--- config.mk ---
export PLATFORM = sky130hd
export DESIGN_NAME = tfsg_update
export DESIGN_NICKNAME = d
export VERILOG_FILES = /design/src/hw/rtl/tfsg_pkg.sv /design/src/hw/rtl/tfsg_update.sv
export SDC_FILE = /design/constraint.sdc
export NUM_CORES = 1
export LEC_CHECK = 0
export ABC_AREA = 1
export ABC_CLOCK_PERIOD_IN_PS = 7200
export BUFFER_PORTS_ARGS = -buffer_cell sky130_fd_sc_hd__buf_2
export CAP_MARGIN = 40
export CORE_AREA = 2 2 222 224
export DETAILED_ROUTE_END_ITERATION = 12
export DIE_AREA = 0 0 224 226
export SETUP_SLACK_MARGIN = 0.4
export SYNTH_ARGS = -nofsm -noshare
export SYNTH_HDL_FRONTEND = slang
export SYNTH_SLANG_ARGS = --single-unit
export TNS_END_PERCENT = 30
--- constraint.sdc ---
create_clock -name vclk -period 7.2
set_input_delay 1.44 -clock vclk [all_inputs]
set_output_delay 1.44 -clock vclk [all_outputs]
set_load 0.1 [all_outputs]
--- src/hw/rtl/tfsg_pkg.sv ---
`default_nettype none

package tfsg_pkg;

  // Flow table depth; must be a power of two no larger than the flow_id range.
  localparam int FLOW_ENTRIES = 1024;
  localparam int FLOW_AW      = $clog2(FLOW_ENTRIES);
  localparam int DIR_ENTRIES  = 2 * FLOW_ENTRIES;
  localparam int DIR_AW       = FLOW_AW + 1;
  localparam int CNT_W        = 32;

  typedef enum logic [1:0] {
    ST_CLEAR,
    ST_IDLE,
    ST_UPDATE
  } state_t;

  typedef enum logic [1:0] {
    EV_IN_ORDER = 2'd0,
    EV_MISS     = 2'd1,
    EV_RESEND   = 2'd2
  } seq_event_t;

  typedef enum logic {
    REG_PREFIX     = 1'b0,
    REG_PREFIX_LEN = 1'b1
  } reg_idx_t;

  typedef struct packed {
    logic [31:0] prefix;
    logic [31:0] mask;
  } cfg_t;

  // One row per flow and direction.
  typedef struct packed {
    logic             known;
    logic [31:0]      exp_seq;
    logic [CNT_W-1:0] pkts;
    logic [CNT_W-1:0] misses;
    logic [CNT_W-1:0] resends;
  } dir_row_t;

  typedef struct packed {
    logic [FLOW_AW-1:0] flow;
    logic               to_client;
    logic [31:0]        seq;
    logic               syn;
    logic               fin;
    logic [15:0]        tot_len;
    logic [6:0]         hdr_sum;
  } item_t;

  typedef struct packed {
    logic             to_client;
    seq_event_t       seq_event;
    logic [31:0]      next_expected;
    logic [15:0]      payload_len;
    logic [CNT_W-1:0] flow_packets;
    logic [CNT_W-1:0] dir_packets;
    logic [CNT_W-1:0] dir_misses;
    logic [CNT_W-1:0] dir_resends;
  } result_t;

  function automatic logic [CNT_W-1:0] sat_inc(input logic [CNT_W-1:0] v);
    return (v == {CNT_W{1'b1}}) ? v : v + {{(CNT_W-1){1'b0}}, 1'b1};
  endfunction

endpackage

`default_nettype wire

--- src/hw/rtl/tfsg_update.sv ---
`default_nettype none

module tfsg_update (
  input  tfsg_pkg::item_t                item,
  input  tfsg_pkg::dir_row_t             row,
  input  logic [tfsg_pkg::CNT_W-1:0]     flow_pkts,
  output tfsg_pkg::dir_row_t             row_next,
  output logic [tfsg_pkg::CNT_W-1:0]     flow_pkts_next,
  output tfsg_pkg::result_t              res
);

  import tfsg_pkg::*;

  logic [15:0] hdrs;
  logic [15:0] payload;
  logic [31:0] next_seq;
  seq_event_t  ev;

  assign hdrs = {9'd0, item.hdr_sum};

  always_comb begin
    if (item.syn || item.fin) begin
      payload  = '0;
      next_seq = item.seq + 32'd1;
    end else begin
      payload  = (item.tot_len > hdrs) ? item.tot_len - hdrs : 16'd0;
      next_seq = item.seq + {16'd0, payload};
    end
  end

  // plain unsigned compare, no sequence wrap handling
  always_comb begin
    ev = EV_IN_ORDER;
    if (row.known) begin
      if (row.exp_seq < item.seq) begin
        ev = EV_MISS;
      end else if (row.exp_seq > item.seq) begin
        ev = EV_RESEND;
      end
    end
  end

  always_comb begin
    row_next.known   = 1'b1;
    row_next.exp_seq = next_seq;
    row_next.pkts    = sat_inc(row.pkts);
    row_next.misses  = (ev == EV_MISS)   ? sat_inc(row.misses)  : row.misses;
    row_next.resends = (ev == EV_RESEND) ? sat_inc(row.resends) : row.resends;
  end

  assign flow_pkts_next = sat_inc(flow_pkts);

  always_comb begin
    res.to_client     = item.to_client;
    res.seq_event     = ev;
    res.next_expected = next_seq;
    res.payload_len   = payload;
    res.flow_packets  = flow_pkts_next;
    res.dir_packets   = row_next.pkts;
    res.dir_misses    = row_next.misses;
    res.dir_resends   = row_next.resends;
  end

endmodule

`default_nettype wire

==> flow_metrics.env <==
export IMPL_status="finished clean"
export IMPL_via_per_inst=4.40
export IMPL_nClkBuffers=0
export IMPL_relSlewSlack_pct=52.9
export IMPL_worstMarginPinSlew_ns=0.706
export IMPL_track_usage_pct=15.9
export IMPL_overflow=0
export IMPL_p_comb_share_pct=100.0
export IMPL_layout_nets=2466
export IMPL_rows=81
export IMPL_die_w_microns=224
export IMPL_regArea_sq_um=0
export IMPL_drc=0
export IMPL_cap_violations=0
export IMPL_yosysTopAreaCellShare_pct=25.0
export IMPL_io_buffers=556
export IMPL_max_freq_ghz=0.150
export IMPL_dieHeight_microns=226
export IMPL_stdcell_area_sq_mm=0.0125
export IMPL_power_density_mw_per_mm2=166
export IMPL_place_hpwl_mm=38.4
export IMPL_dpl_cell_area_sq_mm=0.0124
export IMPL_gp_congestion=0.949
export IMPL_p_leak_nw=6.87
export IMPL_critPathKind="primary input to primary output"
export IMPL_p_total_mw=2.07
export IMPL_netlist_top_cells_area="nand2_1 25%, buf_4 13%, nand3_1 9.2%"
export IMPL_synthMostInstantiatedCell="nand2_1"
export IMPL_synth_nets=2097
export IMPL_yosys_warnings=0
export IMPL_yosysUniqueCellTypes=43
export IMPL_setup_viol=0
export IMPL_peakVddDrop_v=0.000196
export IMPL_num_vias=12334
export IMPL_antenna_found_initial=9
export IMPL_dp_cells=2796
export IMPL_timing_final_ws_setup_ns=0.543
export IMPL_fin_hold_ws_ns=2.88
export IMPL_start_util_pct=19.4
export IMPL_switchingPower_mw=1.74
export IMPL_dieArea_sq_mm=0.0506
export IMPL_yosysTopAreaCell="nand2_1"
export IMPL_setup_tns_ns=0
export IMPL_drive_above_1_share_pct=34.5
export IMPL_fillers=5669
export IMPL_worstPathRequired_ns=5.76
export IMPL_grt_pass1_vias=11125
export IMPL_wl_mm=43.0
export IMPL_min_path_type="primary input to primary output"
export IMPL_swShare_pct=84.4
export IMPL_cp_end_kind="primary output"
export IMPL_p_int_mw=0.323
export IMPL_multiInputGateArea_sq_mm=0.00801
export IMPL_ios=569
export IMPL_area_growth_pct=33.0
export IMPL_drt_first_pass_iters=5
export IMPL_startpoint_type="primary input"
export IMPL_hp_start="item[57]"
export IMPL_min_period_over_period_pct=92.5
export IMPL_hold_violations=0
export IMPL_synthCells=1807
export IMPL_postRouteAntennaNets=0
export IMPL_synth_cell_area_sq_mm=0.00938
export IMPL_drt_iter0_drc=727
export IMPL_wl_per_cell_microns=15.3
export IMPL_layoutNonFillerInstCount=2804
export IMPL_final_util_pct=25.8
export IMPL_seq_area_frac_synth_pct=0
export IMPL_post_cts_setup_buffers=0
export IMPL_crit_fanout=11
export IMPL_synthTopCellsByCount="625 x nand2_1, 190 x nor2_1, 184 x inv_1"
export IMPL_coreArea_sq_mm=0.0483
export IMPL_synth_avg_cell_area_sq_um=5.19
export IMPL_hold_end="res[178]"
export IMPL_slew_violations=0
export IMPL_rsz0062_at_grt="true"
export IMPL_p_seq_share_pct=0
export IMPL_grt_max_degree=35
export IMPL_grt_pass1_wl_mm=63.2
export IMPL_whs_path_depth=0
export IMPL_place_ws_ns=0.524
export IMPL_fin_crit_ns=6.66
export IMPL_seq_cells=0
export IMPL_clkPwrFrac_pct=0
export IMPL_worst_ep_arrival_time_ns=5.22
-- layout by cell type, fill, tap and decap left out, types with 26 or more instances in the layout --
cell	n
a21oi_1	26
buf_2	546
ha_1	50
inv_1	183
nand2_1	606
nand3_1	166
nand3_2	30
nand4_1	49
nor2_1	176
nor3_1	47
or2_2	29
xor2_1	26
-- timing repair --
item	CTS	global route
endpoints found under the setup margin	0	31
hold buffers	0	0
endpoints found under the hold margin	0	0
resized for setup	0	8
-- layout make-up --
type                       count  share of cell area (%)
multi-input combinational   1414                    64.2
timing repair buffer         564                    23.4
tap                          622                    6.24
inverter                     196                    6.01
antenna                        8                   0.160
-- layer usage --
layer  global-route usage, %  wire (microns)
met1                    20.6           18800
met2                    28.5           21200
met3                    1.44            2250
met4                    3.40             784
met5                       0              15
-- critical path, cell delays in order --
cell and delay, ns:
buf_2 0.16, inv_12 0.03, ha_4 0.15, fa_2 0.40, o21ai_2 0.23, nand2_1 0.14, nand3_2 0.10, a21oi_2 0.07
nor2_2 0.18, inv_2 0.23, nor2_4 0.19, inv_1 0.07, fa_2 0.39, o21ai_4 0.23, nand2_1 0.10, nand2_2 0.15
nand3_1 0.14, nand3_4 0.13, nand3_1 0.09, nand2_2 0.12, buf_2 0.43
-- worst max-delay path by stage --
stage,startpoint,to,cells after the start
after floorplan,item[7],row_next[111],16
after global placement,item[7],row_next[126],21
after detailed placement,item[7],row_next[126],21
after CTS,item[7],row_next[126],21
after global routing,item[7],res[174],21
final,item[7],row_next[126],21
-- kinds of logic (layout without fill, tap and decap cells) --
group | count (synthesis) | count (layout) | synth area share [%]
fa+ha+maj | 61 | 61 | 8.30
xor+xnor | 62 | 62 | 5.79
simple gates | 1218 | 1218 | 58.6
other cells | 1 | 9 | 0.0400
buf+inv | 393 | 760 | 22.8
compound gates | 72 | 72 | 4.45
-- power groups by stage --
stage / clock [mW] / combinational (mW) / sequential, mW
6_report: 0.000000150 / 2.07 / 0
5_1_grt: 0.000000112 / 2.15 / 0
4_1_cts: 0 / 2.07 / 0
3_5_place_dp: 0 / 2.07 / 0
3_3_place_gp: 0 / 2.07 / 0
2_1_floorplan: 0 / 1.83 / 0
(Power assumes the default switching activity.)
