`src/hw/rtl/tfsg_pkg.sv`:
```
`default_nettype none

package tfsg_pkg;

  // Flow table depth; must be a power of two no larger than the flow_id range.
  localparam int FLOW_ENTRIES = 1024;
  localparam int FLOW_AW      = $clog2(FLOW_ENTRIES);
  localparam int DIR_ENTRIES  = 2 * FLOW_ENTRIES;
  localparam int DIR_AW       = FLOW_AW + 1;
  localparam int CNT_W        = 32;

  typedef enum logic [1:0] {
    ST_CLEAR,
    ST_IDLE,
    ST_UPDATE
  } state_t;

  typedef enum logic [1:0] {
    EV_IN_ORDER = 2'd0,
    EV_MISS     = 2'd1,
    EV_RESEND   = 2'd2
  } seq_event_t;

  typedef enum logic {
    REG_PREFIX     = 1'b0,
    REG_PREFIX_LEN = 1'b1
  } reg_idx_t;

  typedef struct packed {
    logic [31:0] prefix;
    logic [31:0] mask;
  } cfg_t;

  // One row per flow and direction.
  typedef struct packed {
    logic             known;
    logic [31:0]      exp_seq;
    logic [CNT_W-1:0] pkts;
    logic [CNT_W-1:0] misses;
    logic [CNT_W-1:0] resends;
  } dir_row_t;

  typedef struct packed {
    logic [FLOW_AW-1:0] flow;
    logic               to_client;
    logic [31:0]        seq;
    logic               syn;
    logic               fin;
    logic [15:0]        tot_len;
    logic [6:0]         hdr_sum;
  } item_t;

  typedef struct packed {
    logic             to_client;
    seq_event_t       seq_event;
    logic [31:0]      next_expected;
    logic [15:0]      payload_len;
    logic [CNT_W-1:0] flow_packets;
    logic [CNT_W-1:0] dir_packets;
    logic [CNT_W-1:0] dir_misses;
    logic [CNT_W-1:0] dir_resends;
  } result_t;

  function automatic logic [CNT_W-1:0] sat_inc(input logic [CNT_W-1:0] v);
    return (v == {CNT_W{1'b1}}) ? v : v + {{(CNT_W-1){1'b0}}, 1'b1};
  endfunction

endpackage

`default_nettype wire

```
`src/hw/rtl/tfsg_cfg.sv`:
```
`default_nettype none

module tfsg_cfg (
  input  logic          clk,
  input  logic          rst,
  input  logic          psel,
  input  logic          penable,
  input  logic          pwrite,
  input  logic [2:0]    paddr,
  input  logic [31:0]   pwdata,
  output logic [31:0]   prdata,
  output logic          pready,
  output tfsg_pkg::cfg_t cfg
);

  import tfsg_pkg::*;

  logic [31:0] prefix;
  logic [5:0]  prefix_len;
  logic [5:0]  len_clamped;
  reg_idx_t    idx;
  logic        wr;

  assign pready = 1'b1;
  assign idx    = reg_idx_t'(paddr[2]);
  assign wr     = psel && penable && pwrite && pready;

  always_ff @(posedge clk) begin
    if (rst) begin
      prefix     <= '0;
      prefix_len <= 6'd32;
    end else if (wr) begin
      unique case (idx)
        REG_PREFIX:     prefix     <= pwdata;
        REG_PREFIX_LEN: prefix_len <= pwdata[5:0];
        default: ;
      endcase
    end
  end

  always_comb begin
    unique case (idx)
      REG_PREFIX:     prdata = prefix;
      REG_PREFIX_LEN: prdata = {26'd0, prefix_len};
      default:        prdata = '0;
    endcase
  end

  // lengths above 32 act as 32; zero length gives an empty mask
  assign len_clamped = (prefix_len > 6'd32) ? 6'd32 : prefix_len;
  assign cfg.mask    = ~(32'hFFFF_FFFF >> len_clamped);
  assign cfg.prefix  = prefix;

endmodule

`default_nettype wire

```
`config.mk`:
```
export PLATFORM = sky130hd
export DESIGN_NAME = tfsg_cfg
export DESIGN_NICKNAME = d
export VERILOG_FILES = /design/src/hw/rtl/tfsg_pkg.sv /design/src/hw/rtl/tfsg_cfg.sv
export SDC_FILE = /design/constraint.sdc
export NUM_CORES = 1
export LEC_CHECK = 0
export ABC_AREA = 1
export BUFFER_PORTS_ARGS = -buffer_cell sky130_fd_sc_hd__buf_2
export CAP_MARGIN = 20
export CORE_UTILIZATION = 43
export DETAILED_ROUTE_END_ITERATION = 8
export PLACE_DENSITY = 0.86
export SLEW_MARGIN = 40
export SYNTH_ARGS = -nofsm -noshare
export SYNTH_HDL_FRONTEND = slang
export SYNTH_SLANG_ARGS = --single-unit
```
`constraint.sdc`:
```
create_clock -name clk -period 1.4 [get_ports clk]
set_input_delay 0.21 -clock clk [delete_from_list [all_inputs] [get_ports clk]]
set_output_delay 0.21 -clock clk [all_outputs]
set_load 0.02 [all_outputs]
```
==> out/metrics.csv, run 1 <==
stage,metric,value,unit
timing,period utilisation layout,115,%
final_layout,layout cells sized above 1,39.9,%
placed_design,hpwl dp,4600,um
status,run status,"finished, violations left",
global_route,first-pass GRT wire length,9800,um
clock_tree,CTS H-tree depth,2,
final_layout,ANT cells,0,
synth,leading cell type by number of instances after synthesis,nor2_1,
floorplanning,Die Height,74.5,um
drt,DR WL/cell,11.6,um
drt,Post-Route WL,6870,um
global_route,met2 Use GR,46.7,%
synth,Synth Flop Type,dfxtp_1,
synth,Synth top cells by count,"107 x nor2_1, 64 x inv_1, 61 x nand2_1",
global_route,GR peak layer,met2,
synth,post-synthesis cell area,0.00226,mm^2
global_route,residual overflow from global routing,0,
global_route,number of global-route vias before repair,2371,
timing,setup TNS,-3.29,ns
critical_path,WP data required,1.19,ns
synth,"Async S/R FF share, synth",0,%
timing,RSZ-0062 raised after global routing,yes,
critical_path,Crit Path Class,flop to primary output,
drt,Routed Antenna Nets,0,
drt,DRC violations left,0,
floorplanning,Starting Density,44.6,%
floorplanning,Cell Rows,26,
synth,synthesized flop and latch total,38,
final_layout,Final Core Density,67.2,%
placed_design,routability congestion estimate,0.831,
min_path,worst hold endpoint,prefix_len[5],
clock_tree,CTS buffer count,5,
synth,Synth area leaders,"dfxtp_1 34%, nor2_1 18%, inv_1 11%",
synth,Mapped Nets,425,
flow_run,maxcap violations,0,
timing,Final setup viols,29,
drt,Vias,2795,
timing,Final Hold Viols,0,
timing,Slew Limit Fails,0,
min_path,Worst Hold Launch,pwdata[5],
critical_path,CP arrival,1.40,ns
timing,setup ws final,-0.208,ns
synth,Ys Warns,0,
synth,top cell type by total area after synthesis,dfxtp_1,
min_path,Hold/Removal Path Class,input pin to flop,
global_route,largest net degree at the start of global routing,38,
clock_tree,clock root cell,clkbuf_8,
status,failing checks,setup timing,
pwr,maximum VDD drop,0.000558,V
global_route,met3 usage,4.07,%
timing,fin crit period,1.61,ns
synth,Post-synth EDFFs,0,
synth,sequential-to-total area share from yosys stat,33.6,%
critical_path,Critical Path Fanout Max,7,
min_path,Hold Path Stages,3,
final_layout,NumNets Final,563,
pwr,pwr dens,788,mW/mm^2
global_route,initial antenna violation count,0,
timing,clk_skew,0,ns
floorplanning,DIE AREA,0.00555,mm^2
timing,Hold WS,0.175,ns
clock_tree,"Clk pin slew, worst setup/hold paths",0.07,ns
critical_path,Crit. End Element,primary output,
drt,number of detailed-routing iterations run before antenna repair,4,
floorplanning,I/O pins,137,
synth,post-synthesis cell count,385,
placed_design,port bufs,133,
clock_tree,Worst-Skew Late Latency,0.28,ns
critical_path,reg2reg end,prefix_len[5],
floorplanning,Die Wd,74.5,um
global_route,met1 global-route usage,22.6,%
synth,Synth Area per Inst,5.88,um^2
clock_tree,TritonCTS clock tree,done,
global_route,GRT Total Usage,22.8,%
critical_path,Critical Path Source Type,flop,
critical_path,Reg-to-Reg Start,prefix_len[5],
floorplanning,Core ar.,0.00507,mm^2
critical_path,FF-to-FF setup slack,0.64,ns
critical_path,cell count of the worst reg-to-reg path,3,
synth,post-synth top area share,33.6,%
clock_tree,clk sink count,38,
drt,vias per std cell,4.71,
timing,Max Freq,0.622,GHz
synth,count of distinct cell types in the synthesized netlist,24,
final_layout,Area growth syn-to-layout,50.7,%
drt,First DRT Iteration DRCs,86,
clock_tree,CTS max path bufs,2,
pwr,Leak,0.00178,uW
## power by group
| part | internal (uW) | leakage [uW] | switching (uW) | total (uW) |
|---|---|---|---|---|
| Sequential | 1120 | 0.000311 | 33.8 | 1150 |
| Combinational | 237 | 0.00141 | 384 | 621 |
| Clock | 524 | 0.0000579 | 390 | 915 |
## cell families (layout without fill, tap and decap cells)
logic type	Yosys count	in the layout	share of synthesized area, %
flip-flops	38	38	33.6
AO/OA/AOI/OAI	23	23	5.31
AND/OR/NAND/NOR	226	228	42.9
buffers and inverters	97	234	18.0
other	1	1	0.166
## repair_timing
item                                    4_1_cts  5_1_grt
endpoints found under the setup margin       31       31
gates resized for setup                      51       19
endpoints found under the hold margin         0        0
pin swaps                                     6        2
buffers inserted                              2        1
hold buffers                                  0        0
gates cloned                                  3        0
## layout make-up
cell class | count | area [um^2]
clock buffer | 5 | 68.8
sequential | 38 | 773
fill | 448 | 1670
timing repair inverter | 1 | 7.51
timing repair buffer | 151 | 933
tap | 70 | 87.6
clock inverter | 3 | 40.0
multi-input combinational | 252 | 1210
inverter | 74 | 285
## worst max-delay path: stages, from the launching register on
cell     delay, ns
dfxtp_4       0.37
buf_6         0.15
nor2_4        0.15
nand3_2       0.14
o21ai_2       0.17
buf_6         0.14
## placed cells by master (no fill, tap or decap)
cell,netlist,routed
a21oi_1,3,2
dfxtp_2,0,4
dfxtp_4,0,2
clkinvlp_4,0,1
buf_2,8,113
nor2_4,1,6
buf_12,0,3
nand4_1,1,1
buf_4,7,23
a31oi_1,1,1
o21ai_1,17,12
inv_2,10,8
o21ai_2,1,5
nand2_2,2,8
nand2_1,61,53
inv_1,64,64
nand3_1,46,44
nand2_4,0,3
nand3_4,1,1
nor2_2,5,4
nand3_2,1,3
a21oi_2,0,1
clkinv_2,0,2
buf_6,1,12
o21ai_0,1,1
conb_1,1,1
o21ai_4,0,1
clkbuf_8,0,5
inv_6,0,1
dfxtp_1,38,32
inv_4,0,1
bufinv_16,0,1
nand2_8,1,1
nor2_1,107,104
## registers in the layout, summed over array words and instances (netlist names)
| name | count |
|---|---|
| prefix_len | 6 |
| prefix | 32 |
## layer usage
| layer | share of wire (%) | wire, um |
|---|---|---|
| met1 | 40 | 2770 |
| met2 | 52 | 3550 |
| met3 | 6.1 | 417 |
| met4 | 1.9 | 129 |
| met5 | 0 | 0 |
## per-stage QoR
| step | setup slack [ns] | power, uW | instance area [um^2] | cells |
|---|---|---|---|---|
| 2_1_floorplan | 0.0242 | 1530 | 2260 | 385 |
| 3_3_place_gp | 0.0875 | 1720 | 3040 | 580 |
| 3_5_place_dp | 0.0383 | 1740 | 3040 | 580 |
| 4_1_cts | -0.130 | 2690 | 3340 | 593 |
| 5_1_grt | -0.235 | 2810 | 3410 | 594 |
| 6_report | -0.208 | 2690 | 3410 | 594 |
## worst max-delay path by stage
stage                     slack (ns)     startpoint      end
final                          -0.21  prefix_len[5]   cfg[2]
after global placement          0.09  prefix_len[5]   cfg[6]
after detailed placement        0.04  prefix_len[5]  cfg[31]
after CTS                      -0.13  prefix_len[5]   cfg[6]
after floorplan                 0.02  prefix_len[5]  cfg[21]
after global routing           -0.23  prefix_len[5]   cfg[2]
Note: power is estimated with default switching activity, not from simulation.
==> inputs of run 2 (changes only) <==
Settings changed: GPL_TIMING_DRIVEN set to 0.
==> out/metrics.csv, run 2 (same netlist as run 1, synthesis figures left out) <==
stage,metric,value,unit
drt,number of detailed-routing iterations run before antenna repair,4,
flow_run,maxcap violations,0,
global_route,largest net degree at the start of global routing,12,
timing,Max Freq,0.602,GHz
global_route,GRT Total Usage,24.3,%
critical_path,crit-path max cell delay,0.38,ns
timing,period utilisation layout,119,%
placed_design,routability congestion estimate,0.788,
timing,fin crit period,1.66,ns
placed_design,port bufs,132,
clock_tree,CTS buffer count,5,
critical_path,CP top delay family,flip-flops,
global_route,residual overflow from global routing,0,
timing,worst-margin pin slew,0.543,ns
final_layout,"most common cell after layout, fill and taps aside",buf_2,
critical_path,Crit. End Element,primary output,
critical_path,Reg-to-Reg Start,prefix_len[5],
global_route,number of global-route vias before repair,2392,
critical_path,CP arrival,1.45,ns
critical_path,crit-path cells,inv_6 -> nand2_4 -> nand2_4 -> nand2_2 -> o21ai_1 -> buf_4,
min_path,Worst Hold Launch,pwdata[5],
floorplanning,Core ar.,0.00507,mm^2
min_path,Hold Path Stages,3,
min_path,worst hold endpoint,prefix_len[5],
critical_path,FF-to-FF setup slack,0.59,ns
timing,clk_skew,0,ns
final_layout,Area growth syn-to-layout,54.8,%
final_layout,Fill cells,432,
critical_path,WP depth,6,
clock_tree,clk sink count,38,
critical_path,cell count of the worst reg-to-reg path,3,
drt,DR WL/cell,12.2,um
critical_path,WP data required,1.19,ns
floorplanning,Cell Rows,26,
final_layout,NumNets Final,575,
global_route,first-pass GRT wire length,10400,um
status,failing checks,setup timing,
critical_path,slowest CP cell,dfxtp_4,
critical_path,cell mode on critical path,nand2_4,
floorplanning,Starting Density,44.6,%
timing,Final setup viols,31,
final_layout,Largest register FFs,32,
pwr,Leak,0.00182,uW
floorplanning,DIE AREA,0.00555,mm^2
clock_tree,CTS H-tree depth,2,
final_layout,post-route cell area,0.00350,mm^2
timing,Final Hold Viols,0,
critical_path,Crit Path Class,flop to primary output,
drt,Vias,2894,
clock_tree,"Hold-fix buffers, CTS",0,
timing,Slew Limit Fails,0,
timing,RSZ-0062 raised after global routing,yes,
floorplanning,Die Height,74.5,um
status,run status,"finished, violations left",
final_layout,Multi-input gate area,0.00121,mm^2
critical_path,WP buf/inv,2,
drt,vias per std cell,4.78,
clock_tree,"Clk pin slew, worst setup/hold paths",0.08,ns
pwr,maximum VDD drop,0.000657,V
floorplanning,I/O pins,137,
placed_design,placed cell count,587,
final_layout,Top Registers,"prefix: 32 flops, prefix_len: 6 flops",
final_layout,Top reg by flops,prefix,
final_layout,final std cells w/o fill,606,
timing,Hold WS,0.172,ns
clock_tree,TritonCTS clock tree,done,
global_route,initial antenna violation count,0,
pwr,pwr dens,768,mW/mm^2
critical_path,Critical Path Source Type,flop,
final_layout,FF/Latch Area,773,um^2
clock_tree,Worst-Skew Late Latency,0.27,ns
drt,DRC violations left,0,
placed_design,area post-placement,0.00301,mm^2
drt,Post-Route WL,7390,um
placed_design,hpwl dp,4940,um
critical_path,Critical Path Fanout Max,6,
timing,Slew HR,63.8,%
final_layout,layout cells sized above 1,40.1,%
drt,Routed Antenna Nets,0,
pwr,overall power,2690,uW
clock_tree,CTS max path bufs,2,
drt,First DRT Iteration DRCs,102,
floorplanning,Die Wd,74.5,um
clock_tree,clock root cell,clkbuf_8,
final_layout,ANT cells,0,
timing,setup ws final,-0.261,ns
min_path,Hold/Removal Path Class,input pin to flop,
final_layout,"commonest cells after routing, fill and taps aside","110 x buf_2, 104 x nor2_1, 63 x inv_1",
critical_path,reg2reg end,prefix_len[5],
==> run 2: metal layers <==
metal | GRT usage [%] | vias to the layer above | wire (um)
met5 | 0 | - | 0
met4 | 6.50 | 0 | 134
met3 | 6.50 | 14 | 566
met2 | 46.2 | 139 | 3780
met1 | 26.4 | 1303 | 2900
li1 | - | 1438 | -
==> run 2: area by class of cell <==
class / count / area share, %
Buffer: 23 / 4.40
Clock buffer: 7 / 2.18
Clock inverter: 1 / 0.858
Inverter: 74 / 8.51
Multi-Input combinational cell: 251 / 34.7
Sequential cell: 38 / 22.1
Tap cell: 70 / 2.50
Timing Repair Buffer: 142 / 24.8
==> run 2: worst max-delay path by stage <==
stage	startpoint	endpoint
3_3_place_gp	prefix_len[5]	cfg[15]
2_1_floorplan	prefix_len[5]	cfg[21]
5_1_grt	prefix_len[5]	cfg[19]
3_5_place_dp	prefix_len[5]	cfg[23]
6_report	prefix_len[5]	cfg[19]
4_1_cts	prefix_len[5]	cfg[6]
==> run 2: power by group <==
| part | internal (uW) | total [uW] | switching [uW] |
|---|---|---|---|
| Sequential | 1120 | 1150 | 34.4 |
| Combinational | 246 | 639 | 393 |
| Clock | 533 | 897 | 364 |
==> run 2: worst reg2reg max path: stages, from the launching register on <==
cell	delay (ns)
dfxtp_4	0.38
buf_4	0.16
o21ai_1	0.07
nand3_1	0.07
==> run 2: repair_timing <==
item	4_1_cts	5_1_grt
gates cloned	1	0
resized for setup	53	47
pin swaps	7	12
setup endpoints to repair	33	37
buffers inserted	9	1
endpoints found under the hold margin	0	0
==> run 2: per-stage QoR <==
| step | utilization (%) | TNS, ns | setup WS (ns) |
|---|---|---|---|
| final | 69.0 | -4.07 | -0.261 |
| after global routing | 69.0 | -5.69 | -0.320 |
| after CTS | 66.1 | -2.94 | -0.161 |
| after detailed placement | 59.3 | -0.275 | -0.0889 |
| after global placement | 59.3 | -0.118 | -0.0394 |
| after floorplan | - | 0 | 0.0242 |
==> inputs of run 3 (changes only) <==
Settings changed: CORE_UTILIZATION 43 to 39, PLACE_DENSITY 0.86 to 0.82.
Clock period 1.4 ns to 1.5 ns, I/O delays scaled along.
==> out/metrics.csv, run 3 (same netlist as run 1, synthesis figures left out) <==
stage,metric,value,unit
global_route,largest net degree at the start of global routing,11,
critical_path,WP data required,1.27,ns
clock_tree,TritonCTS clock tree,done,
critical_path,Crit. End Element,primary output,
clock_tree,CTS buffer count,5,
global_route,initial antenna violation count,0,
critical_path,crit-path cells,inv_6 -> buf_12 -> nand2_8 -> inv_4 -> nand3_2 -> o21ai_1 -> buf_4,
floorplanning,Die Wd,78.2,um
timing,RSZ-0062 raised after global routing,yes,
critical_path,crit-path max cell delay,0.37,ns
timing,Max Freq,0.588,GHz
flow_run,maxcap violations,0,
critical_path,Critical Path Source Type,flop,
pwr,maximum VDD drop,0.000432,V
pwr,overall power,2360,uW
timing,Slew HR,60.9,%
critical_path,Reg-to-Reg Start,prefix_len[3],
critical_path,CP arrival,1.48,ns
critical_path,Crit Path Class,flop to primary output,
min_path,Hold/Removal Path Class,input pin to flop,
pwr,Leak,0.00189,uW
drt,Routed Antenna Nets,0,
drt,vias per std cell,4.71,
floorplanning,Cell Rows,27,
final_layout,layout cells sized above 1,42.3,%
placed_design,routability congestion estimate,0.858,
timing,worst-margin pin slew,0.586,ns
status,run status,"finished, violations left",
placed_design,hpwl dp,5060,um
critical_path,Critical Path Fanout Max,5,
floorplanning,DIE AREA,0.00611,mm^2
global_route,first-pass GRT wire length,11100,um
floorplanning,I/O pins,137,
final_layout,Area growth syn-to-layout,62.6,%
global_route,GRT Total Usage,22.8,%
final_layout,ANT cells,0,
final_layout,Top reg by flops,prefix,
critical_path,slowest CP cell,dfxtp_4,
critical_path,worst setup path start,prefix_len[5],
final_layout,Largest register FFs,32,
placed_design,dpl ws,0.0356,ns
drt,Vias,2901,
clock_tree,clock root cell,clkbuf_8,
timing,Hold WS,0.180,ns
drt,DRC violations left,0,
timing,clk_skew,0,ns
drt,DR WL/cell,12.8,um
critical_path,FF-to-FF setup slack,0.69,ns
pwr,pwr dens,642,mW/mm^2
clock_tree,"Hold-fix buffers, CTS",0,
floorplanning,Core ar.,0.00554,mm^2
critical_path,crit path to,cfg[2],
floorplanning,Die Height,78.2,um
timing,period utilisation layout,113,%
drt,number of detailed-routing iterations run before antenna repair,4,
timing,Final setup viols,30,
final_layout,NumNets Final,584,
final_layout,Top Registers,"prefix: 32 flops, prefix_len: 6 flops",
drt,First DRT Iteration DRCs,73,
timing,fin crit period,1.70,ns
global_route,number of global-route vias before repair,2523,
timing,Final Hold Viols,0,
timing,Slew Limit Fails,0,
timing,setup ws final,-0.201,ns
final_layout,"most common cell after layout, fill and taps aside",buf_2,
critical_path,cell count of the worst reg-to-reg path,4,
clock_tree,clk sink count,38,
clock_tree,"Clk pin slew, worst setup/hold paths",0.07,ns
clock_tree,CTS max path bufs,2,
final_layout,"commonest cells after routing, fill and taps aside","108 x buf_2, 101 x nor2_1, 60 x inv_1",
clock_tree,CTS H-tree depth,2,
floorplanning,Starting Density,40.8,%
critical_path,reg2reg end,prefix_len[3],
clock_tree,Worst-Skew Late Latency,0.28,ns
placed_design,port bufs,132,
status,failing checks,setup timing,
drt,Post-Route WL,7870,um
global_route,residual overflow from global routing,0,
run 3: routing by layer:
metal  share of wire [%]  vias to the layer above  track usage (%)
li1                    -                     1456                -
met1                  38                     1285             24.3
met2                  52                      133             43.3
met3                 6.5                       27             5.47
met4                 3.2                        0             7.59
met5                   0                        -                0
run 3: stage by stage:
step	std cells	area [um^2]	setup TNS [ns]	util, %
after floorplan	385	2260	0	-
after global placement	589	3010	0	54.4
after detailed placement	589	3010	0	54.4
after CTS	607	3360	-1.14	60.6
after global routing	616	3680	-3.43	66.4
final	616	3680	-1.97	66.4
run 3: cell type report:
class	count	area [um^2]
clock buffers	7	76.3
multi-input cells	251	1280
inverters	74	295
flip-flops and latches	38	776
well taps	72	90.1
repair buffers	151	1010
plain buffers	23	150
fillers	500	1860
run 3: where the power goes:
group,internal (uW),total [uW],switching [uW]
Clock,320,643,323
Combinational,257,642,384
Sequential,1040,1080,34.3
run 3: worst min-delay path by stage:
stage	endpoint	cells past startpoint	slack (ns)	start
after global routing	prefix_len[5]	3	0.22	pwdata[5]
after detailed placement	prefix_len[5]	3	0.47	pwdata[5]
final	prefix_len[5]	3	0.18	pwdata[5]
after CTS	prefix_len[5]	3	0.18	pwdata[5]
after floorplan	prefix_len[5]	2	0.35	pwdata[5]
after global placement	prefix_len[5]	3	0.46	pwdata[5]
run 3: worst max-delay path: cells and delay by family (launching register included):
| kind | cells | cell delay [ns] |
|---|---|---|
| AO/OA/AOI/OAI | 1 | 0.21 |
| flip-flops | 1 | 0.37 |
| AND/OR/NAND/NOR | 2 | 0.17 |
| buffers and inverters | 4 | 0.43 |
run 3: timing repair:
action / CTS / global route
cloned: 1 / 0
pin swaps: 11 / 18
endpoints found under the setup margin: 31 / 31
buffers inserted: 10 / 9
hold endpoints to repair: 0 / 0
resized for setup: 58 / 66
